--- config.mk ---
export PLATFORM = sky130hd
export DESIGN_NAME = rgb_led_mode_breathing_pwm_core
export DESIGN_NICKNAME = d
export VERILOG_FILES = /design/src/rtl/rgbbr_pkg.sv /design/src/rtl/rgbbr_period_reg.sv /design/src/rtl/rgbbr_in_stage.sv /design/src/rtl/rgbbr_engine.sv /design/src/rtl/rgb_led_mode_breathing_pwm_core.sv
export SDC_FILE = /design/constraint.sdc
export NUM_CORES = 2
export LEC_CHECK = 0
export ABC_AREA = 0
export BUFFER_PORTS_ARGS = -buffer_cell sky130_fd_sc_hd__buf_2
export CORE_ASPECT_RATIO = 1.2
export CORE_MARGIN = 3
export CORE_UTILIZATION = 60
export DETAILED_ROUTE_END_ITERATION = 8
export HOLD_SLACK_MARGIN = 0.1
export PLACE_DENSITY = 0.82
export SETUP_SLACK_MARGIN = 0.05
export SLEW_MARGIN = 20
export SYNTH_ARGS = -nofsm -noshare
export SYNTH_HDL_FRONTEND = slang
export SYNTH_HIERARCHICAL = 1
export SYNTH_SLANG_ARGS = --single-unit
--- constraint.sdc ---
create_clock -name clk_i -period 8.6 [get_ports clk_i]
set_input_delay 2.58 -clock clk_i [delete_from_list [all_inputs] [get_ports clk_i]]
set_output_delay 2.58 -clock clk_i [all_outputs]
set_load 0.05 [all_outputs]
--- src/rtl/rgbbr_pkg.sv ---
// Shared types and constants for the RGB LED breathing PWM core.
`timescale 1ns / 1ps
package rgbbr_pkg;

  localparam int unsigned PeriodW   = 32;
  localparam int unsigned OutW      = 32;
  localparam int unsigned ModeW     = 4;
  localparam int unsigned ModeDataW = 8;
  localparam int unsigned DutyWidth = 32;

  localparam logic [PeriodW-1:0] ResetPeriod = 32'd1000000;
  localparam int unsigned RampSteps = 50;
  localparam int unsigned LevelDiv  = 6;
  localparam logic [PeriodW-1:0] ResetLevel1 = PeriodW'(ResetPeriod / LevelDiv);
  localparam logic [PeriodW-1:0] ResetStep   = PeriodW'(ResetPeriod / RampSteps);

  // floor(x / 6) = (x * Div6Magic) >> Div6Shift, exact for 32-bit x
  localparam logic [31:0] Div6Magic  = 32'hAAAA_AAAB;
  localparam int unsigned Div6Shift  = 34;
  // floor(x / 50) = (x * Div50Magic) >> Div50Shift, exact for 32-bit x
  localparam logic [31:0] Div50Magic = 32'h51EB_851F;
  localparam int unsigned Div50Shift = 36;

  localparam logic ActSetMode = 1'b0;
  localparam logic ActTick    = 1'b1;

  localparam logic [ModeW-1:0] ModeOff        = 4'd0;
  localparam logic [ModeW-1:0] ModeRedPulse   = 4'd1;
  localparam logic [ModeW-1:0] ModeGreenPulse = 4'd2;
  localparam logic [ModeW-1:0] ModeBluePulse  = 4'd3;
  localparam logic [ModeW-1:0] ModeBlueLvl1   = 4'd4;
  localparam logic [ModeW-1:0] ModeBlueLvl2   = 4'd5;
  localparam logic [ModeW-1:0] ModeBlueLvl3   = 4'd6;
  localparam logic [ModeW-1:0] ModeWhitePulse = 4'd7;
  localparam logic [ModeW-1:0] ModeWhiteLvl1  = 4'd8;
  localparam logic [ModeW-1:0] ModeWhiteLvl2  = 4'd9;
  localparam logic [ModeW-1:0] ModeWhiteLvl3  = 4'd10;

  typedef struct packed {
    logic             action;
    logic [ModeW-1:0] mode;
  } req_t;

  typedef struct packed {
    logic [PeriodW-1:0] period;
    logic [PeriodW-1:0] level1;
    logic [PeriodW-1:0] step;
  } period_t;

endpackage

--- src/rtl/rgbbr_period_reg.sv ---
// Period register with precomputed level and ramp step quotients.
`timescale 1ns / 1ps
module rgbbr_period_reg (
  input  logic                         clk_i,
  input  logic                         rst_ni,
  input  logic                         cfg_we_i,
  input  logic [rgbbr_pkg::PeriodW-1:0] cfg_wdata_i,
  output rgbbr_pkg::period_t           cfg_o
);

  localparam int unsigned ProdW = 2 * rgbbr_pkg::PeriodW;

  logic [ProdW-1:0]   prod6, prod50;
  rgbbr_pkg::period_t cfg_d, cfg_q;

  assign prod6  = ProdW'(cfg_wdata_i) * ProdW'(rgbbr_pkg::Div6Magic);
  assign prod50 = ProdW'(cfg_wdata_i) * ProdW'(rgbbr_pkg::Div50Magic);

  always_comb begin
    cfg_d        = cfg_q;
    cfg_d.period = cfg_wdata_i;
    cfg_d.level1 = rgbbr_pkg::PeriodW'(prod6 >> rgbbr_pkg::Div6Shift);
    cfg_d.step   = rgbbr_pkg::PeriodW'(prod50 >> rgbbr_pkg::Div50Shift);
  end

  always_ff @(posedge clk_i or negedge rst_ni) begin
    if (!rst_ni) begin
      cfg_q.period <= rgbbr_pkg::ResetPeriod;
      cfg_q.level1 <= rgbbr_pkg::ResetLevel1;
      cfg_q.step   <= rgbbr_pkg::ResetStep;
    end else if (cfg_we_i) begin
      cfg_q <= cfg_d;
    end
  end

  assign cfg_o = cfg_q;

endmodule

--- src/rtl/rgbbr_in_stage.sv ---
// Input register stage for requests.
`timescale 1ns / 1ps
module rgbbr_in_stage (
  input  logic                           clk_i,
  input  logic                           rst_ni,
  input  logic                           in_valid_i,
  output logic                           in_ready_o,
  input  logic                           in_action_i,
  input  logic [rgbbr_pkg::ModeW-1:0]    in_mode_i,
  output logic                           req_valid_o,
  input  logic                           req_ready_i,
  output rgbbr_pkg::req_t                req_o
);

  logic            vld_q, vld_d;
  rgbbr_pkg::req_t req_q, req_d;
  logic            load;

  assign in_ready_o = !vld_q || req_ready_i;
  assign load       = in_valid_i && in_ready_o;

  always_comb begin
    vld_d = load || (vld_q && !req_ready_i);
    req_d = req_q;
    if (load) begin
      req_d.action = in_action_i;
      req_d.mode   = in_mode_i;
    end
  end

  always_ff @(posedge clk_i or negedge rst_ni) begin
    if (!rst_ni) begin
      vld_q <= 1'b0;
    end else begin
      vld_q <= vld_d;
    end
  end

  always_ff @(posedge clk_i) begin
    req_q <= req_d;
  end

  assign req_valid_o = vld_q;
  assign req_o       = req_q;

endmodule

--- src/rtl/rgbbr_engine.sv ---
// Mode state, triangle ramp and channel duty result register.
`timescale 1ns / 1ps
module rgbbr_engine #(
  parameter int unsigned DUTY_WIDTH = rgbbr_pkg::DutyWidth
) (
  input  logic                          clk_i,
  input  logic                          rst_ni,
  input  rgbbr_pkg::period_t            cfg_i,
  input  logic                          req_valid_i,
  output logic                          req_ready_o,
  input  rgbbr_pkg::req_t               req_i,
  output logic                          out_valid_o,
  input  logic                          out_ready_i,
  output logic [3*rgbbr_pkg::OutW-1:0]  out_duty_o
);

  localparam int unsigned DW = DUTY_WIDTH;
  localparam int unsigned AW =
    ((DUTY_WIDTH > rgbbr_pkg::PeriodW) ? DUTY_WIDTH : rgbbr_pkg::PeriodW) + 1;

  logic [rgbbr_pkg::ModeW-1:0] mode_q, mode_d;
  logic [DW-1:0]               ramp_q, ramp_d;
  logic                        rising_q, rising_d;
  logic                        running_q, running_d;
  logic [2:0][DW-1:0]          duty_q, duty_d;
  logic                        out_vld_q;
  logic                        take;

  logic [AW-1:0]      ramp_ext, step_ext, per_ext, sum, ramp_nxt;
  logic               rising_nxt;
  logic [2:0]         pulsed;
  logic               any_pulse;
  logic [32:0]        l1x3;
  logic [DW-1:0]      lvl1, lvl2, lvl3;
  logic [rgbbr_pkg::PeriodW-1:0] l1;

  assign req_ready_o = !out_vld_q || out_ready_i;
  assign take        = req_valid_i && req_ready_o;

  assign l1   = cfg_i.level1;
  assign l1x3 = {1'b0, l1} + {l1, 1'b0};
  assign lvl1 = DW'(l1);
  assign lvl2 = DW'(l1x3[31:0]);
  assign lvl3 = DW'({l1x3[30:0], 1'b0});

  // ramp step as a triangle between zero and the period
  always_comb begin
    ramp_ext   = AW'(ramp_q);
    step_ext   = AW'(cfg_i.step);
    per_ext    = AW'(cfg_i.period);
    sum        = ramp_ext + step_ext;
    ramp_nxt   = ramp_ext;
    rising_nxt = rising_q;
    if (rising_q) begin
      if (sum >= per_ext) begin
        ramp_nxt   = per_ext - step_ext;
        rising_nxt = 1'b0;
      end else begin
        ramp_nxt = sum;
      end
    end else begin
      if (ramp_ext >= step_ext) begin
        ramp_nxt = ramp_ext - step_ext;
      end else begin
        ramp_nxt   = step_ext;
        rising_nxt = 1'b1;
      end
    end
  end

  always_comb begin
    pulsed[0] = (mode_q == rgbbr_pkg::ModeRedPulse)   || (mode_q == rgbbr_pkg::ModeWhitePulse);
    pulsed[1] = (mode_q == rgbbr_pkg::ModeGreenPulse) || (mode_q == rgbbr_pkg::ModeWhitePulse);
    pulsed[2] = (mode_q == rgbbr_pkg::ModeBluePulse)  || (mode_q == rgbbr_pkg::ModeWhitePulse);
    any_pulse = (req_i.mode == rgbbr_pkg::ModeRedPulse)
             || (req_i.mode == rgbbr_pkg::ModeGreenPulse)
             || (req_i.mode == rgbbr_pkg::ModeBluePulse)
             || (req_i.mode == rgbbr_pkg::ModeWhitePulse);
  end

  always_comb begin
    mode_d    = mode_q;
    ramp_d    = ramp_q;
    rising_d  = rising_q;
    running_d = running_q;
    duty_d    = duty_q;
    if (req_i.action == rgbbr_pkg::ActSetMode) begin
      if (req_i.mode != mode_q) begin
        mode_d = req_i.mode;
        duty_d = '0;
        if (req_i.mode <= rgbbr_pkg::ModeWhiteLvl3) begin
          if (any_pulse) begin
            if (!running_q) begin
              running_d = 1'b1;
              ramp_d    = '0;
              rising_d  = 1'b1;
            end
          end else begin
            running_d = 1'b0;
          end
        end
        unique case (req_i.mode)
          rgbbr_pkg::ModeBlueLvl1:  duty_d[2] = lvl1;
          rgbbr_pkg::ModeBlueLvl2:  duty_d[2] = lvl2;
          rgbbr_pkg::ModeBlueLvl3:  duty_d[2] = lvl3;
          rgbbr_pkg::ModeWhiteLvl1: duty_d = {3{lvl1}};
          rgbbr_pkg::ModeWhiteLvl2: duty_d = {3{lvl2}};
          rgbbr_pkg::ModeWhiteLvl3: duty_d = {3{lvl3}};
          default: ;
        endcase
      end
    end else if (running_q) begin
      for (int ch = 0; ch < 3; ch++) begin
        duty_d[ch] = pulsed[ch] ? ramp_q : '0;
      end
      ramp_d   = DW'(ramp_nxt);
      rising_d = rising_nxt;
    end
  end

  always_ff @(posedge clk_i or negedge rst_ni) begin
    if (!rst_ni) begin
      mode_q    <= rgbbr_pkg::ModeOff;
      ramp_q    <= '0;
      rising_q  <= 1'b1;
      running_q <= 1'b0;
      duty_q    <= '0;
      out_vld_q <= 1'b0;
    end else begin
      if (take) begin
        mode_q    <= mode_d;
        ramp_q    <= ramp_d;
        rising_q  <= rising_d;
        running_q <= running_d;
        duty_q    <= duty_d;
      end
      out_vld_q <= take || (out_vld_q && !out_ready_i);
    end
  end

  assign out_valid_o = out_vld_q;
  assign out_duty_o  = {rgbbr_pkg::OutW'(duty_q[2]),
                        rgbbr_pkg::OutW'(duty_q[1]),
                        rgbbr_pkg::OutW'(duty_q[0])};

  a_tick_stopped_holds: assert property (@(posedge clk_i) disable iff (!rst_ni)
    take && req_i.action == rgbbr_pkg::ActTick && !running_q |=> $stable(duty_q))
    else $error("tick with stopped ramp changed duties");

  a_same_mode_holds: assert property (@(posedge clk_i) disable iff (!rst_ni)
    take && req_i.action == rgbbr_pkg::ActSetMode && req_i.mode == mode_q
    |=> $stable(duty_q) && $stable(running_q))
    else $error("repeated mode changed state");

  a_off_clears: assert property (@(posedge clk_i) disable iff (!rst_ni)
    take && req_i.action == rgbbr_pkg::ActSetMode && req_i.mode == rgbbr_pkg::ModeOff
    && mode_q != rgbbr_pkg::ModeOff |=> duty_q == '0 && !running_q)
    else $error("off mode did not clear outputs and stop ramp");

  a_result_from_take: assert property (@(posedge clk_i) disable iff (!rst_ni)
    $rose(out_vld_q) |-> $past(take))
    else $error("result appeared without a request");

endmodule

--- src/rtl/rgb_led_mode_breathing_pwm_core.sv ---
// Top level of the RGB LED mode / breathing PWM duty core.
`timescale 1ns / 1ps
// Usage:
//   s_axis carries one request per beat: tuser = action (0 set mode, 1 ramp
//   tick), tdata[3:0] = mode. Every request yields one result on m_axis,
//   tdata = {blue, green, red} duty, 32 bits each, red in the low bits.
//   cfg_we_i/cfg_wdata_i load the PWM period; write only while idle. The
//   level and ramp-step quotients are formed by reciprocal multiply at the
//   write, so a request may follow the write in the next cycle.
// Path: a request is registered in the input register on acceptance, and its
//   result is then registered in the duty output register.
// Throughput: one request per cycle while m_axis_tready is high; each one
//   is a single pass: input register, ramp/mode update, duty register.
// Reset: mode off, ramp stopped at zero counting up, all duties zero,
//   period 1000000.
// Stall: when m_axis_tready is low the result holds and the input register
//   still takes one more request; s_axis_tready drops once both are full.
module rgb_led_mode_breathing_pwm_core #(
  parameter int unsigned DUTY_WIDTH = rgbbr_pkg::DutyWidth
) (
  input  logic                                clk_i,
  input  logic                                rst_ni,
  input  logic                                cfg_we_i,
  input  logic [rgbbr_pkg::PeriodW-1:0]       cfg_wdata_i,
  input  logic                                s_axis_tvalid,
  output logic                                s_axis_tready,
  input  logic [rgbbr_pkg::ModeDataW-1:0]     s_axis_tdata,  // [3:0] mode
  input  logic                                s_axis_tuser,  // [0] action
  output logic                                m_axis_tvalid,
  input  logic                                m_axis_tready,
  output logic [3*rgbbr_pkg::OutW-1:0]        m_axis_tdata   // red, green, blue duty
);

  rgbbr_pkg::period_t cfg;
  rgbbr_pkg::req_t    req;
  logic               req_valid, req_ready;

  rgbbr_period_reg u_period (
    .clk_i       (clk_i),
    .rst_ni      (rst_ni),
    .cfg_we_i    (cfg_we_i),
    .cfg_wdata_i (cfg_wdata_i),
    .cfg_o       (cfg)
  );

  rgbbr_in_stage u_in (
    .clk_i       (clk_i),
    .rst_ni      (rst_ni),
    .in_valid_i  (s_axis_tvalid),
    .in_ready_o  (s_axis_tready),
    .in_action_i (s_axis_tuser),
    .in_mode_i   (s_axis_tdata[rgbbr_pkg::ModeW-1:0]),
    .req_valid_o (req_valid),
    .req_ready_i (req_ready),
    .req_o       (req)
  );

  rgbbr_engine #(
    .DUTY_WIDTH (DUTY_WIDTH)
  ) u_engine (
    .clk_i       (clk_i),
    .rst_ni      (rst_ni),
    .cfg_i       (cfg),
    .req_valid_i (req_valid),
    .req_ready_o (req_ready),
    .req_i       (req),
    .out_valid_o (m_axis_tvalid),
    .out_ready_i (m_axis_tready),
    .out_duty_o  (m_axis_tdata)
  );

endmodule

**Word level (Yosys, flattened, before mapping)**

Cells that the tools add are included.

- Bits in registers: 230
- Bits of input ports: 46
- Output and inout bits: 98
- Word-level logic and storage cells: 96

- Add/sub/neg operators: 4
- Multipliers: 2
- $lt $le $gt $ge: 3
- Equality and inequality tests: 17
- Multiplexer cells: 27
- Bitwise gates (word level): 1
- Reduce and logical (&&, ||, !) cells: 28

Operators by type and width:

| kind | count |
|---|---|
| $mux 32 | 12 |
| $mux 96 | 3 |
| $pmux 64 s3 | 1 |
| $pmux 32 s3 | 1 |
| $mul 32x32->64 const B | 1 |
| $sub 32x27->32 | 2 |
| $mul 32x31->63 const B | 1 |
| $add 32x27->33 | 1 |
| $ge 33x32->1 | 1 |
| $add 30x31->32 | 1 |
| $ge 32x27->1 | 1 |
| $eq 4x3->1 const B | 5 |
| $eq 4x2->1 const B | 4 |
| $eq 4x4->1 const B | 3 |
| $logic_or 1x1->1 | 10 |
| $mux 1 | 10 |
| $eq 4x1->1 const B | 2 |
| $reduce_and 3->1 | 2 |
| $reduce_and 6->1 | 1 |
| $reduce_bool 2->1 | 3 |
| $reduce_or 2->1 | 3 |
| $le 4x4->1 const B | 1 |
| $logic_and 1x1->1 | 4 |
| $logic_not 1->1 | 4 |
| other kinds (5) | 5 |

**Logic depth before layout (Yosys ltp)**

- Word-level depth: 8
- Depth in mapped cells: 26
- Mapped depth without buffers: 25

**Cells and area by module**

Netlist, hierarchy kept.

Modules (own cells, without submodules):

| module | instances | cells each | area each (um2) | sequential area each (um2) |
|---|---|---|---|---|
| rgbbr_period_reg | 1 | 3405 | 35231.3 | 2250.9 |
| rgbbr_engine | 1 | 1957 | 15094.5 | 3379.5 |
| rgbbr_in_stage | 1 | 9 | 203.9 | 175.2 |

**Worst setup path after synthesis**

Ideal clock, no wire load.

- Kind: input port to flip-flop
- Start: in cfg_wdata_i[20] (netlist name)
- End: reg u_period.cfg_q, in the netlist u_period/cfg_o[60]
- Setup time: 0.125 ns
- Data arrival time: 9.217 ns
- Required time: 8.475 ns
- Path slack: -0.742 ns
- Stages: 25
- Path buffers: 0
- Cell sequence: ha_1 -> inv_1 -> fa_1 -> inv_1 -> fa_1 -> inv_1 -> fa_1 -> fa_1 -> inv_1 -> fa_1 -> fa_1 -> inv_1 -> fa_1 -> inv_1 -> ha_1 -> and4_1 -> nand3_1 -> or4_1 -> a211oi_2 -> o2111ai_1 -> a21boi_2 -> a41o_1 -> a211oi_2 -> xnor2_1 -> mux2_2

- Word-level cells in the longest chain between the ends: 1

Ends and longest elaborated chain:

| item | line | RTL |
|---|---|---|
| from (decl) | rgb_led_mode_breathing_pwm_core.sv:24 | `input logic [rgbbr_pkg::PeriodW-1:0] cfg_wdata_i,` |
| $mul 32x32->64 | rgbbr_period_reg.sv:16 | `assign prod6 = ProdW'(cfg_wdata_i) * ProdW'(rgbbr_pkg::Div6Magic);` |
| to (signal assigned) | rgbbr_period_reg.sv:32 | `cfg_q <= cfg_d;` |
| to (decl) | rgbbr_period_reg.sv:14 | `rgbbr_pkg::period_t cfg_d, cfg_q;` |

Every way passes these cells.
A chain may end at the register's enable or synchronous reset.

**Worst setup path after layout**

- Start: in cfg_wdata_i[19] (netlist name)
- End: reg u_period.cfg_q, in the netlist u_period/cfg_o[60]

Same word-level chain as after synthesis.

==> metrics.txt <==
RSZ-0062 raised after global routing=true; CTS root buf=clkbuf_16; Hold Crit Start=u_engine/out_duty_o[84]$_DFFE_PN0P_; number of global-route vias before repair=45100; final instance area=60600 um^2; failing checks=negative setup slack; Max Root-Sink Buffers=3; routed wire length=182000 um; I/O pin count=144; Peak Freq=0.111 GHz; Area growth, synth to finish=19.9%; commonest non-fill, non-tap cell in the layout=inv_1; # clock sinks=230; library cells used by synthesis=118; core area=82700 um^2; Synth Area in Compound Gates=0.133; share of layout cells above drive strength 1=0.223; drt wl/cell=25.1 um; Num CTS Buffers=21; drt first pass iters=8; RR Endpoint=u_engine/ramp_q[31]$_DFFE_PN0P_; Syn Area/Cell=9.41 um^2; Post-Syn Area=50500 um^2; std cell rows=115; Synth Register Bits=230; maxcap violations=0; crit path launch type=input port; vias per cell=5.98; Worst Hold Path EP=u_engine/out_duty_o[84]$_DFFE_PN0P_; drc violations=0; Initial Util=0.611; fin worst setup slack=-0.422 ns; Cells after Synth=5371; YS warnings=6; CP endpoint kind=flop; Nets=7752; total gr overflow=0; Simple-Gate Fraction of Synth Area=0.0807; main combinational cell family by area after synthesis=adder cells; GRT Util Overall=0.410; endpoints failing hold=0; Post-DP Area=57400 um^2; first-pass GRT wire length=269000 um; mux share of post-synthesis cell area=0.0222; R2R setup slack=1.01 ns; crit path kind=in -> reg; vias=43300; adder-cell share of the synthesized area=0.511; most frequent cells in the layout=1198 x inv_1, 753 x ha_1, 713 x fa_1; Die Area=87700 um^2; CTS HTree Levels=1; critical path peak fanout=4; initial antenna violation count=11; min cycle time layout=9.02 ns; worst reg2reg path depth=20; WHS Path Cells=2; Antenna Nets Post-Route=0; die height=324 um; status=finished with violations; worst reg2reg startpoint=u_engine/ramp_q[15]$_DFFE_PN0P_; worst rel slew slack=0.263; Slew @ Worst Pin=1.10 ns; Final TNS setup=-8.21 ns; gpl congestion=1.09; skew final=0.0112 ns; Detailed Route Iter0 Violations=3863; Tcrit/Tclk final=1.05; Async SR Flop Fraction=0.978; largest net degree at the start of global routing=116; width of the die=271 um; Slew Limit Fails=0; Seq/Total Area, Yosys=0.115; number of port buffers=139; Hold WC Path Type=reg -> reg; dominant synthesized flop cell=dfrtp_1; Final setup violation count=42; Crit path required time=9.05 ns; dpl hpwl=153000 um; EDFF count, synth=5; clock-pin slew on the worst setup and hold paths=0.07 ns; XOR/XNOR share of the synthesized area=0.0312; Crit path arrival time=9.47 ns; clk_lat worst skew=0.56 ns; CTS tree=built
cell usage after synthesis (65+ instances only):
| master | n | area share |
|---|---|---|
| a31oi_1 | 65 | 0.0080 |
| nor2_1 | 216 | 0.016 |
| mux2_2 | 81 | 0.018 |
| fa_1 | 773 | 0.31 |
| nand3_1 | 85 | 0.0084 |
| o21ai_0 | 173 | 0.017 |
| xnor2_1 | 116 | 0.020 |
| a21o_1 | 88 | 0.013 |
| nand2_1 | 268 | 0.020 |
| ha_1 | 826 | 0.20 |
| clkbuf_1 | 102 | 0.0076 |
| inv_1 | 1264 | 0.094 |
| a21oi_1 | 274 | 0.027 |
| dfrtp_1 | 205 | 0.10 |
cell families after synthesis:
group / after synthesis
flops: 230
simple gates: 851
compound gates: 994
buf+inv: 1415
fa+ha+maj: 1599
xor+xnor: 179
mux: 102
other cells: 1
metrics by stage:
| stage | std cells | worst slack (ns) | util | hold WS, ns |
|---|---|---|---|---|
| 2_1_floorplan | 5377 | -0.506 | - | 0.472 |
| 3_3_place_gp | 7120 | -1.27 | 0.693 | 0.458 |
| 5_1_grt | 7233 | -0.591 | 0.732 | 0.493 |
| 4_1_cts | 7196 | -0.367 | 0.718 | 0.481 |
| 3_5_place_dp | 7120 | -1.31 | 0.693 | 0.466 |
| 6_report | 7239 | -0.422 | 0.732 | 0.478 |
sequential cells by signal (all words and copies together), names as in the netlist:
register and flops:
u_engine/out_duty_o 96, u_period/cfg_o 89, u_engine/ramp_q 32, u_in/req_o 5, u_engine/mode_q 4, u_engine/out_valid_o 1
u_engine/rising_q 1, u_engine/running_q 1, u_in/req_valid_o 1
what timing repair did:
action / CTS / global route
setup buffers: 40 / 45
gates resized for setup: 257 / 193
hold buffers: 0 / 0
setup endpoints to repair: 54 / 56
pin swaps: 149 / 163
worst max-delay path by stage:
stage / start / slack [ns] / end
floorplan: cfg_wdata_i[22] / -0.51 / u_period/cfg_o[60]$_DFFE_PN0P_
global placement: cfg_wdata_i[20] / -1.27 / u_period/cfg_o[54]$_DFFE_PN0P_
detailed placement: cfg_wdata_i[20] / -1.31 / u_period/cfg_o[54]$_DFFE_PN0P_
CTS: cfg_wdata_i[20] / -0.37 / u_period/cfg_o[60]$_DFFE_PN0P_
global route: cfg_wdata_i[23] / -0.59 / u_period/cfg_o[60]$_DFFE_PN0P_
finish: cfg_wdata_i[19] / -0.42 / u_period/cfg_o[60]$_DFFE_PN0P_
worst max-delay path, stage by stage:
cell and delay (ns):
buf_6 0.12, ha_4 0.27, inv_2 0.04, fa_2 0.55, inv_2 0.04, fa_1 0.49, inv_2 0.04, fa_1 0.49
inv_2 0.05, fa_1 0.59, fa_2 0.48, fa_1 0.54, inv_1 0.06, fa_1 0.49, inv_2 0.05, ha_4 0.26
and4_4 0.22, nand3_4 0.08, or4_4 0.43, a211oi_4 0.24, buf_6 0.17, o2111ai_4 0.17, a21boi_2 0.18, a41o_1 0.29
a211oi_2 0.12, xnor2_1 0.15, mux2_4 0.26
layer usage:
layer | part of all wire | global-route usage
met1 | 0.35 | 0.466
met2 | 0.47 | 0.678
met3 | 0.070 | 0.0600
met4 | 0.12 | 0.366
met5 | 0.00034 | 0
cell type report:
class / instances / area [um^2]
diodes: 6 / 15.0
clock buffers: 26 / 554
clock inverters: 12 / 151
fillers: 5975 / 22100
inverters: 1266 / 4770
multi-input cells: 3732 / 41200
flip-flops and latches: 230 / 5810
well taps: 1111 / 1390
repair buffers: 856 / 6690
Power is not shown: default switching activity piles up to over one toggle a cycle in this logic, so the estimate is an artifact.
